`config.mk`:
```
export PLATFORM = sky130hd
export DESIGN_NAME = est_cell
export DESIGN_NICKNAME = d
export VERILOG_FILES = /design/src/rtl/est_pkg.sv /design/src/rtl/est_cell.sv
export SDC_FILE = /design/constraint.sdc
export NUM_CORES = 1
export LEC_CHECK = 0
export BUFFER_PORTS_ARGS = -buffer_cell sky130_fd_sc_hd__buf_4
export CAP_MARGIN = 20
export CORE_MARGIN = 4
export CORE_UTILIZATION = 52
export DETAILED_ROUTE_END_ITERATION = 12
export MAX_ROUTING_LAYER = met4
export PLACE_DENSITY = 0.8
export SYNTH_ARGS = -nofsm -noshare
export SYNTH_HDL_FRONTEND = slang
export SYNTH_SLANG_ARGS = --single-unit
```
`constraint.sdc`:
```
create_clock -name clk -period 15.4 [get_ports clk]
set_input_delay 3.08 -clock clk [delete_from_list [all_inputs] [get_ports clk]]
set_output_delay 3.08 -clock clk [all_outputs]
set_load 0.05 [all_outputs]
```
`src/rtl/est_pkg.sv`:
```
// shared types and constants for the event slot table
package est_pkg;

  localparam int SLOTS_DEFAULT = 64;
  localparam int EVENT_TYPES   = 4;
  localparam int CFG_IDX_W     = 2;
  localparam int CFG_DATA_W    = 7;

  localparam logic [1:0] CMD_RECORD = 2'd0;
  localparam logic [1:0] CMD_READ   = 2'd1;
  localparam logic [1:0] CMD_CLEAR  = 2'd2;

  localparam logic [CFG_IDX_W-1:0] REG_SLOT_LIMIT = CFG_IDX_W'(0);
  localparam logic [CFG_IDX_W-1:0] REG_ENABLE     = CFG_IDX_W'(1);

  typedef struct packed {
    logic [1:0]  cmd;
    logic [1:0]  event_type;
    logic [31:0] user_ident;
    logic [31:0] session_ident;
    logic [31:0] event_code;
    logic [63:0] stamp;
    logic [63:0] lookup_id;
  } req_t;

  typedef struct packed {
    logic        failed;
    logic [63:0] out_id;
    logic [1:0]  out_type;
    logic [31:0] out_user;
    logic [31:0] out_session;
    logic [31:0] out_code;
    logic [63:0] out_stamp;
  } rsp_t;

  typedef struct packed {
    logic [CFG_IDX_W-1:0]  index;
    logic [CFG_DATA_W-1:0] data;
  } cfg_t;

  typedef struct packed {
    logic [1:0]  kind;
    logic [31:0] user;
    logic [31:0] session;
    logic [31:0] code;
    logic [63:0] stamp;
  } event_t;

  // transaction travelling down the cell row
  typedef struct packed {
    logic        valid;
    logic        rej;
    logic        hit;
    logic [1:0]  cmd;
    logic [63:0] id;
    event_t      ev;
  } pkt_t;

endpackage

```
`src/rtl/est_cell.sv`:
```
// one slot of the table, acting on the transaction passing through
module est_cell #(
  parameter int CELL_INDEX = 0
) (
  input  logic          clk,
  input  logic          rst,
  input  logic          adv,
  input  logic [6:0]    slot_limit,
  input  est_pkg::pkt_t pkt_in,
  output est_pkg::pkt_t pkt_out
);
  import est_pkg::*;

  logic [63:0] ident;
  logic [63:0] ident_next;
  event_t      ev;
  logic        wr;
  logic        live;
  pkt_t        pkt_next;

  assign live = pkt_in.valid && !pkt_in.rej && !pkt_in.hit
                && (CELL_INDEX < int'(slot_limit));

  always_comb begin
    pkt_next   = pkt_in;
    ident_next = ident;
    wr         = 1'b0;
    if (live) begin
      unique case (pkt_in.cmd)
        CMD_RECORD: begin
          if (ident == 64'd0) begin
            ident_next   = pkt_in.id;
            wr           = 1'b1;
            pkt_next.hit = 1'b1;
          end
        end
        CMD_READ: begin
          if (ident == pkt_in.id) begin
            pkt_next.ev  = ev;
            pkt_next.hit = 1'b1;
          end
        end
        CMD_CLEAR: begin
          if (ident == pkt_in.id) begin
            ident_next   = 64'd0;
            pkt_next.hit = 1'b1;
          end
        end
        default: begin
        end
      endcase
    end
  end

  always_ff @(posedge clk) begin
    if (rst) begin
      pkt_out.valid <= 1'b0;
      ident         <= 64'd0;
    end else if (adv) begin
      pkt_out <= pkt_next;
      ident   <= ident_next;
    end
  end

  always_ff @(posedge clk) begin
    if (adv && wr) begin
      ev <= pkt_in.ev;
    end
  end

endmodule

```
==> results of run 1 <==
-- placed cells by master (no fill, tap or decap), types with 2 or more instances in the layout --
master      netlist  final
nor4_1           34     34
edfxtp_1        392    392
ha_1              4      4
inv_6             0      2
dfxtp_1          65     65
clkbuf_8          0      3
clkinv_1          0      7
diode_2           0      2
a22o_1           64     64
mux2_2           83     83
nand4_1           8      8
buf_16            0      3
bufinv_16         0      4
clkinv_4          0      2
inv_1             3      3
buf_4             9    480
clkbuf_16         0     46
mux2_1           80     80
clkinv_2          0      9
xor2_1           64     64
clkbuf_1          0      6
clkinvlp_4        0      3
-- through the flow --
step | total power, mW | instances
after CTS | 2.85 | 1775
after floorplan | 1.63 | 841
final | 2.83 | 1780
after detailed placement | 1.77 | 1692
after global placement | 1.76 | 1692
after global routing | 2.93 | 1780
-- flip-flops by register name, summed over array words and instances (netlist names) --
register	count
ident	64
ev	162
pkt_out	231
-- Yosys cell counts (all sizes together) --
| cell type | instances | area share [%] |
|---|---|---|
| and3 | 1 | 0.037 |
| mux2i | 1 | 0.060 |
| ha | 4 | 0.30 |
| nor2 | 1 | 0.022 |
| nand2b | 1 | 0.037 |
| o32ai | 1 | 0.16 |
| edfxtp | 392 | 70 |
| a22o | 64 | 3.3 |
| buf | 31 | 1.7 |
| and4 | 1 | 0.067 |
| xor2 | 64 | 3.3 |
| dfxtp | 65 | 7.8 |
| nor3b | 1 | 0.045 |
| nand4 | 8 | 0.30 |
| a31o | 1 | 0.052 |
| inv | 3 | 0.067 |
| nor4b | 1 | 0.052 |
| or4 | 1 | 0.045 |
| and4b | 1 | 0.060 |
| nor2b | 1 | 0.037 |
| mux2 | 163 | 11 |
| nor4 | 35 | 1.4 |
-- power by group through the flow --
| stage | clock network [mW] | logic (mW) | registers (mW) |
|---|---|---|---|
| after CTS | 1.11 | 0.336 | 1.41 |
| after detailed placement | 0 | 0.334 | 1.44 |
| after global routing | 1.17 | 0.346 | 1.41 |
| final | 1.09 | 0.335 | 1.41 |
| after floorplan | 0 | 0.0427 | 1.59 |
| after global placement | 0 | 0.330 | 1.43 |
-- cell families after synthesis --
group	count (synthesis)	share of synthesized area (%)
XOR/XNOR	64	3.34
adder cells (fa/ha/maj)	4	0.298
buffers and inverters	34	1.74
AO/OA/AOI/OAI	66	3.56
AND/OR/NAND/NOR	52	2.10
flip-flops	457	78.0
multiplexers	164	11.0
-- metal layers --
metal,wire length (um),share of wire (%)
met4,1190,2.8
met2,22600,52
met3,3360,7.8
met1,16100,37
met5,0,0
-- area by class of cell --
type / instances / area, um^2
multi-input cells: 350 / 3420
fillers: 2011 / 9540
clock buffers: 55 / 1210
inverters: 3 / 11.3
flip-flops and latches: 457 / 13100
well taps: 402 / 503
clock inverters: 28 / 265
diodes: 2 / 5.00
repair buffers: 483 / 3690
-- how the worst min path moves through the flow --
stage | from | to | slack (ps) | cells past startpoint
global placement | pkt_out[230]$_SDFFE_PP0P_ | pkt_out[230]$_SDFFE_PP0P_ | 490 | 2
finish | ident[46]$_SDFFE_PP0P_ | ident[46]$_SDFFE_PP0P_ | 530 | 1
global route | ident[21]$_SDFFE_PP0P_ | ident[21]$_SDFFE_PP0P_ | 550 | 1
CTS | ident[13]$_SDFFE_PP0P_ | ident[13]$_SDFFE_PP0P_ | 530 | 1
detailed placement | ident[13]$_SDFFE_PP0P_ | ident[13]$_SDFFE_PP0P_ | 510 | 1
floorplan | ident[12]$_SDFFE_PP0P_ | ident[12]$_SDFFE_PP0P_ | 490 | 1
==> results.py, run 1 <==
metrics = {
    "setup_path": {
        "cp-end-kind": "flip-flop",
        "r2r_end": "pkt_out[9]$_DFFE_PP_",
        "worstPathMaxFanout": 79,
        "crit_buf_inv": 4,
        "crit_start": "pkt_in[212]",
        "critical_path_depth": 10,
        "critPathCapture": "pkt_out[9]$_DFFE_PP_",
        "cp.arrival_ps": 6860,
        "r2r-start": "ident[50]$_SDFFE_PP0P_",
        "required_ps": 15680,
        "criticalPathCategory": "input port to flip-flop",
        "crit_chain": "buf_4, xor2_1, nor4_1, nand4_1, nor4_4, and3_4, buf_4, buf_16, buf_4, mux2_2",
        "cpMaxStageDelayCell": "buf_4",
        "cp_top_family": "simple AND/OR/NAND/NOR gates",
        "reg2reg_slack_ps": 11130,
        "rr_worst_depth": 9,
        "critPathMaxStageDelay_ps": 890,
        "worstSetupStartpointType": "input port",
        "cp_common_cell": "buf_4",
    },
    "power_and_ir_drop": {
        "power_frac_seq_pct": 49.8,
        "p_comb_share_pct": 11.8,
        "cellPowerDensity_nw_per_um2": 128,
        "pwr-share-clk_pct": 38.4,
        "switching_share_pct": 24.5,
        "power.leakage_nw": 8.60,
        "p_int_mw": 2.14,
        "irDropWorstVdd_mv": 0.100,
        "power_switching_uw": 695,
    },
    "die": {
        "die_y_um": 188,
        "die_width_um": 188,
        "std_cell_rows": 65,
        "initial_utilization_pct": 52.9,
        "dieArea_um2": 35200,
        "core_area_um2": 31700,
        "ioPinCount": 472,
    },
    "global_route": {
        "grt_pass1_wl_mm": 63.7,
        "use_met1_pct": 28.2,
        "grtUsageMet3_pct": 5.66,
        "grt_max_degree": 89,
        "antenna_found_initial": 2,
        "grtUsageTotal_pct": 24.4,
        "gr-usage-met2_pct": 42.7,
        "grt_pass1_vias": 10163,
        "grt_busiest_layer": "met2",
        "grt_overflow": 0,
    },
    "synthesis": {
        "synth.distinct_cells": 27,
        "syn_area_per_cell_um2": 19.9,
        "synth_seq_cells": 457,
        "syn-cell-area_um2": 16800,
        "synthesis.nets": 1086,
        "yosys_warnings": 0,
        "ys_seq_area_share_pct": 78.0,
        "synthCells": 841,
    },
    "timing": {
        "slew_headroom_pct": 28.6,
        "whs_ps": 529,
        "finClkSkew_ps": 14.0,
        "finalCritPeriodShare_pct": 42.7,
        "fmax_ghz": 0.152,
        "worst_slack_ps": 8830,
        "setup_violations": 0,
        "tns_ps": 0,
        "finalCriticalPeriod_ps": 6570,
        "rsz0062_at_grt": "no",
        "worst_pin_slew_ps": 1070,
        "drv_slew": 0,
        "hold_viol_final": 0,
    },
    "clocking": {
        "ctsResizeCount": 0,
        "clock-root-buffer": "clkbuf_16",
        "cts.htree.levels": 2,
        "cts_setup_buffers": 0,
        "cts_hold_buf": 0,
        "cts_inserted_buffers": 46,
        "numClockSinks": 457,
        "cts.path.max_buffers": 3,
        "cts_tree": "built",
        "clock_latency_ps": 540,
        "clk_pin_slew_worst_paths_ps": 60,
    },
    "drt": {
        "detail_route.first_pass.iterations": 5,
        "viasPerCell": 5.44,
        "drcViolationCount": 0,
        "wl_per_cell_um": 24.3,
        "vias": 9681,
        "ant_nets": 0,
        "drtIter0Drc": 586,
        "wl_mm": 43.3,
    },
    "layout": {
        "fin_util_pct": 69.9,
        "drive_gt1_share_pct": 46.7,
        "fin_nets": 1586,
        "postLayoutCellArea_um2": 22200,
        "area_delta_synth_final_pct": 32.3,
    },
    "placement": {
        "pre_cts_ws_ps": 7930,
        "globalplace.congestion": 0.830,
        "postPlaceCellArea_um2": 20600,
        "port_buffers": 471,
        "dp_hpwl_mm": 31.1,
    },
    "min_path": {
        "hp-class": "flip-flop to flip-flop",
    },
    "outcome": {
        "outcome": "completed",
    },
    "flow_run": {
        "maxCapViolCount": 0,
    },
}
Power figures use the tool's default switching activity.
==> run 2: changes to the inputs <==
CORE_UTILIZATION = 47   (was 52)
PLACE_DENSITY = 0.76   (was 0.8)
clock period = 5.7 ns   (was 15.4 ns; I/O delays follow)
==> run 2 against run 1 <==
First-iteration DRC count increased by 4.9%. Power increased to 2.7 times the previous value. Combinational power increased to 2.7 times the previous value. Setup slack got worse by 6800 ps. Clock-buffer cell count increased by 9. Register-to-register slack got worse by 8700 ps. Critical path type unchanged.
==> results.py, run 2 (synthesis results as in run 1) <==
metrics = {
    "power_and_ir_drop": {
        "power_frac_seq_pct": 50.3,
        "power.leakage_nw": 8.55,
        "p_comb_share_pct": 11.9,
        "p_int_mw": 5.68,
        "switching_share_pct": 25.1,
        "cellPowerDensity_nw_per_um2": 342,
        "pwr-share-clk_pct": 37.9,
        "irDropWorstVdd_mv": 0.317,
        "power_switching_mw": 1.90,
    },
    "setup_path": {
        "worstPathMaxFanout": 87,
        "cp-end-kind": "flip-flop",
        "required_ps": 6020,
        "crit_start": "pkt_in[198]",
        "worstSetupStartpointType": "input port",
        "r2r-start": "ident[36]$_SDFFE_PP0P_",
        "criticalPathCategory": "input port to flip-flop",
        "critPathMaxStageDelay_ps": 640,
        "crit_chain": "buf_4, xor2_1, nor4_1, nand4_1, nor4_4, and3_4, buf_12, mux2_2",
        "cpMaxStageDelayCell": "nor4_1",
        "cp.arrival_ps": 3940,
    },
    "timing": {
        "fmax_ghz": 0.276,
        "worst_pin_slew_ps": 1040,
        "tns_ps": 0,
        "finClkSkew_ps": 21.1,
        "whs_ps": 505,
        "finalCriticalPeriod_ps": 3630,
        "finalCritPeriodShare_pct": 63.6,
        "drv_slew": 0,
        "hold_viol_final": 0,
        "rsz0062_at_grt": "no",
        "slew_headroom_pct": 30.3,
        "setup_violations": 0,
    },
    "die": {
        "die_y_um": 197,
        "die_width_um": 197,
        "dieArea_um2": 38800,
        "core_area_um2": 34900,
        "ioPinCount": 472,
        "initial_utilization_pct": 48.1,
        "std_cell_rows": 68,
    },
    "layout": {
        "fin_cells": 1834,
        "fin_util_pct": 63.5,
        "regMostFlops": "pkt_out",
        "multiInputGateArea_um2": 3420,
        "fin_nets": 1583,
        "seqCellArea_um2": 13100,
        "final_cell_mix": "buf_4, edfxtp_1, mux2_2",
        "area_delta_synth_final_pct": 32.2,
        "top_regs": "pkt_out (231), ev (162), ident (64)",
        "final_common_cell": "buf_4",
        "largest_reg_flops": 231,
        "drive_gt1_share_pct": 46.3,
        "fillerInstances": 2455,
        "postLayoutCellArea_um2": 22200,
    },
    "clocking": {
        "cts_hold_buf": 0,
        "cts_tree": "built",
        "cts.path.max_buffers": 3,
        "cts_inserted_buffers": 47,
        "cts.htree.levels": 2,
        "clock_latency_ps": 570,
        "ctsResizeCount": 0,
        "cts_setup_buffers": 0,
        "numClockSinks": 457,
        "clock-root-buffer": "clkbuf_16",
        "clk_pin_slew_worst_paths_ps": 60,
    },
    "placement": {
        "globalplace.congestion": 0.808,
        "dp.cells": 1744,
        "port_buffers": 471,
        "postPlaceCellArea_um2": 20700,
        "dp_hpwl_mm": 30.8,
    },
    "global_route": {
        "grt_pass1_vias": 10083,
        "grt_overflow": 0,
        "antenna_found_initial": 4,
        "grtUsageTotal_pct": 22.2,
        "grt_pass1_wl_mm": 63.0,
        "grt_max_degree": 163,
    },
    "drt": {
        "vias": 9655,
        "viasPerCell": 5.26,
        "detail_route.first_pass.iterations": 5,
        "drtIter0Drc": 615,
        "drcViolationCount": 0,
        "wl_mm": 43.6,
        "wl_per_cell_um": 23.8,
        "ant_nets": 0,
    },
    "min_path": {
        "hp-class": "flip-flop to flip-flop",
        "holdCritStartpoint": "pkt_out[230]$_SDFFE_PP0P_",
    },
    "outcome": {
        "outcome": "completed",
    },
    "flow_run": {
        "maxCapViolCount": 0,
    },
}
==> run 2: cell count changes in the layout (fill, tap and decap cells not counted), sizes merged <==
cell | before | now
buf | 483 | 479
bufinv | 4 | 1
clkbuf | 55 | 64
clkinv | 19 | 18
clkinvlp | 3 | 2
diode | 2 | 5
inv | 5 | 3
==> run 2: metrics by stage <==
step                worst slack (ps)  power, mW
CTS                             2130       7.66
detailed placement              1510       4.78
finish                          2080       7.58
floorplan                        684       4.39
global route                    2140       7.84
global placement                1560       4.77
==> run 2: layout make-up <==
class / instances / share of cell area [%]
antenna: 5 / 0.0565
clock buffer: 64 / 5.73
clock inverter: 21 / 0.706
inverter: 3 / 0.0508
multi-input combinational: 350 / 15.4
sequential: 457 / 59.0
tap: 455 / 2.57
timing repair buffer: 479 / 16.5
==> run 2: path summary, 6_finish.rpt <==
path                                             endpoint  slack [ps]  depth (start not counted)
worst max register to register      pkt_out[15]$_DFFE_PP_        2390                          7
worst max-delay path                pkt_out[15]$_DFFE_PP_        2080                          8
worst min register to register  pkt_out[230]$_SDFFE_PP0P_         510                          2
worst min-delay path            pkt_out[230]$_SDFFE_PP0P_         510                          2
==> run 2: worst max-delay path, delay by kind of cell <==
family,cells,cell delay [ps]
xor+xnor,1,140
buf+inv,2,430
mux,1,400
simple gates,4,1620
==> run 2: power groups by stage <==
stage,Combinational [mW],Clock [mW],Sequential (mW)
2_1_floorplan,0.116,0,4.27
3_3_place_gp,0.893,0,3.88
3_5_place_dp,0.904,0,3.88
4_1_cts,0.909,2.94,3.81
5_1_grt,0.937,3.09,3.82
6_report,0.901,2.87,3.81
==> run 2: routing by layer <==
| layer | track usage (%) | vias to the layer above | part of all wire [%] |
|---|---|---|---|
| met4 | 6.11 | 0 | 2.6 |
| li1 | - | 4342 | - |
| met2 | 37.3 | 417 | 51 |
| met5 | - | - | 0 |
| met1 | 25.7 | 4829 | 37 |
| met3 | 7.57 | 67 | 9.4 |
==> run 3: changes to the inputs <==
ABC_AREA = 1   (was unset)
CORE_UTILIZATION = 48   (was 47)
clock period = 3.2 ns   (was 5.7 ns; I/O delays follow)
==> run 3 against run 2 <==
Utilization decreased by 0.063 points. Global-route usage increased by 0.66 points. Clock-buffer cell count unchanged. Design area increased by 8.4%. Sequential share of layout area decreased by 4.6 points. Clock power increased by 79%. Hold slack got worse by 250 ps. Power increased by 80%. Synthesized cell count increased by 91%. Die area increased by 7.8%. Flip-flop and latch count unchanged.
==> results.py, run 3 <==
metrics = {
    "drt": {
        "vias": 13054,
        "viasPerCell": 4.95,
        "drtIter0Drc": 857,
        "wl_mm": 48.0,
        "drcViolationCount": 0,
        "wl_per_cell_um": 18.2,
        "ant_nets": 0,
        "detail_route.first_pass.iterations": 5,
    },
    "setup_path": {
        "worstPathMaxFanout": 44,
        "cp.arrival_ps": 2680,
        "cp-end-kind": "flip-flop",
        "worstSetupStartpointType": "flip-flop",
        "criticalPathCategory": "flip-flop to flip-flop",
        "r2r_end": "pkt_out[1]$_DFFE_PP_",
        "r2r-start": "ident[17]$_SDFFE_PP0P_",
        "rr_worst_depth": 13,
        "required_ps": 3490,
        "reg2reg_slack_ps": 810,
    },
    "global_route": {
        "grt_max_degree": 124,
        "grt_overflow": 0,
        "antenna_found_initial": 3,
        "grt_pass1_wl_mm": 72.2,
        "grtUsageTotal_pct": 22.9,
        "grt_pass1_vias": 13061,
    },
    "clocking": {
        "cts_setup_buffers": 0,
        "ctsResizeCount": 0,
        "clk_pin_slew_worst_paths_ps": 60,
        "clock_latency_ps": 570,
        "cts.path.max_buffers": 3,
        "clock-root-buffer": "clkbuf_16",
        "cts_hold_buf": 0,
        "cts_inserted_buffers": 47,
        "numClockSinks": 457,
        "cts.htree.levels": 2,
        "cts_tree": "built",
    },
    "timing": {
        "fmax_ghz": 0.418,
        "rsz0062_at_grt": "no",
        "worst_pin_slew_ps": 795,
        "finalCriticalPeriod_ps": 2390,
        "drv_slew": 0,
        "finalCritPeriodShare_pct": 74.7,
        "setup_violations": 0,
        "slew_headroom_pct": 47.0,
        "finClkSkew_ps": 18.0,
        "hold_viol_final": 0,
    },
    "synthesis": {
        "synth_area_leaders": "edfxtp_1, nand2_1, dfxtp_1",
        "syn-cell-area_um2": 18500,
        "synth.distinct_cells": 21,
        "synth_edf_count": 392,
        "ys_seq_area_share_pct": 70.6,
        "synth_seq_cells": 457,
        "yosys_warnings": 0,
        "synthTopCellsByCount": "nand2_1, edfxtp_1, inv_1, o21ai_2, nand3_1",
        "synthCells": 1608,
        "yosysMostFrequentCell": "nand2_1",
        "synthesis.nets": 1853,
        "synth_largest_area_cell": "edfxtp_1",
        "synth_top_area_share_pct": 63.6,
        "syn_area_per_cell_um2": 11.5,
        "synthFlopType": "edfxtp_1",
        "async_flop_share_pct": 0,
    },
    "die": {
        "die_y_um": 204,
        "die_width_um": 204,
        "core_area_um2": 37800,
        "ioPinCount": 472,
        "dieArea_um2": 41800,
        "std_cell_rows": 71,
        "initial_utilization_pct": 48.9,
    },
    "layout": {
        "regMostFlops": "pkt_out",
        "largest_reg_flops": 231,
        "drive_gt1_share_pct": 32.4,
        "postLayoutCellArea_um2": 24000,
        "final_common_cell": "buf_4",
        "fin_util_pct": 63.5,
        "area_delta_synth_final_pct": 29.7,
        "fin_nets": 2333,
        "final_cell_mix": "buf_4, nand2_1, edfxtp_1",
        "top_regs": "pkt_out (231), ev (162), ident (64)",
    },
    "min_path": {
        "hold_end": "ev[64]$_DFFE_PP_",
        "min_delay_path_depth": 1,
        "hp-class": "input port to flip-flop",
        "holdCritStartpoint": "pkt_in[64]",
    },
    "flow_run": {
        "maxCapViolCount": 0,
    },
    "placement": {
        "postPlaceCellArea_um2": 22600,
        "dp_hpwl_mm": 34.7,
        "globalplace.congestion": 0.830,
        "port_buffers": 471,
    },
    "power_and_ir_drop": {
        "cellPowerDensity_nw_per_um2": 569,
        "finalPower_mw": 13.7,
        "power.leakage_nw": 10.4,
        "irDropWorstVdd_mv": 0.465,
    },
    "outcome": {
        "outcome": "completed",
    },
}
==> run 3: changes by cell type after synthesis, moves of 26 or more <==
cell	delta
xor2_1	-54
o21ai_2	+102
mux2_1	-80
a21oi_1	+66
inv_1	+244
o21ai_1	+58
nand3_1	+72
nor2_1	+70
mux2_2	-83
a22o_1	-64
inv_2	+26
nand2_1	+415
nor4_1	-34
==> run 3: logic make-up (layout without fill, tap and decap cells) <==
family | after synthesis | count (layout) | share of synthesized area [%]
buffers and inverters | 335 | 849 | 8.06
other | 0 | 3 | 0
flip-flops | 457 | 457 | 70.6
adder cells (fa/ha/maj) | 4 | 4 | 0.270
XOR/XNOR | 10 | 10 | 0.473
AO/OA/AOI/OAI | 228 | 228 | 8.23
AND/OR/NAND/NOR | 574 | 574 | 12.3
==> run 3: cell type report <==
class / count / area (um^2)
sequential: 457 / 13100
antenna: 3 / 7.51
multi-input combinational: 816 / 3970
fill: 2875 / 13800
tap: 511 / 639
clock buffer: 64 / 1280
clock inverter: 19 / 159
inverter: 273 / 1030
timing repair buffer: 493 / 3860
==> run 3: power breakdown <==
part	internal [mW]	switching, mW
clock	2.96	2.19
combinational	0.552	1.16
sequential	6.72	0.0762
total	10.2	3.43
==> run 3: worst max path at each step <==
| stage | from | end | slack, ps | depth (start not counted) |
|---|---|---|---|---|
| after floorplan | rst | pkt_out[0]$_DFFE_PP_ | -1390 | 2 |
| after global placement | pkt_in[198] | pkt_out[60]$_DFFE_PP_ | 470 | 13 |
| after detailed placement | pkt_in[179] | pkt_out[1]$_DFFE_PP_ | 440 | 13 |
| after CTS | ident[17]$_SDFFE_PP0P_ | pkt_out[60]$_DFFE_PP_ | 810 | 13 |
| after global routing | ident[17]$_SDFFE_PP0P_ | pkt_out[1]$_DFFE_PP_ | 620 | 13 |
| final | ident[17]$_SDFFE_PP0P_ | pkt_out[1]$_DFFE_PP_ | 810 | 13 |
==> run 3: critical path, stage by stage (launching register included) <==
cell and delay [ps]:
dfxtp_1 370, inv_2 50, nand2_1 50, nand2_1 60
nor2_1 130, nand2_1 120, nor2_1 130, nand2_1 80
nor2_1 100, nand2_1 90, or2_4 460, buf_12 270
nand2_1 70, o21ai_0 110
==> run 3: metrics by stage <==
step / setup TNS [ps] / setup slack, ps / std cells / hold slack (ps)
after global routing: 0 / 616 / 2636 / 219
after detailed placement: 0 / 437 / 2550 / 468
after global placement: 0 / 472 / 2550 / 450
after floorplan: -444250 / -1390 / 1608 / 451
final: 0 / 808 / 2636 / 258
after CTS: 0 / 810 / 2633 / 219
==> run 3: per-layer routing <==
layer,wire length [um],GRT usage (%),vias to the layer above,share of wire [%]
met5,0,-,-,0
met4,1370,6.70,0,2.9
met3,4680,7.39,85,9.8
met2,24200,38.5,554,50
met1,17700,26.5,6166,37
li1,-,-,6249,-
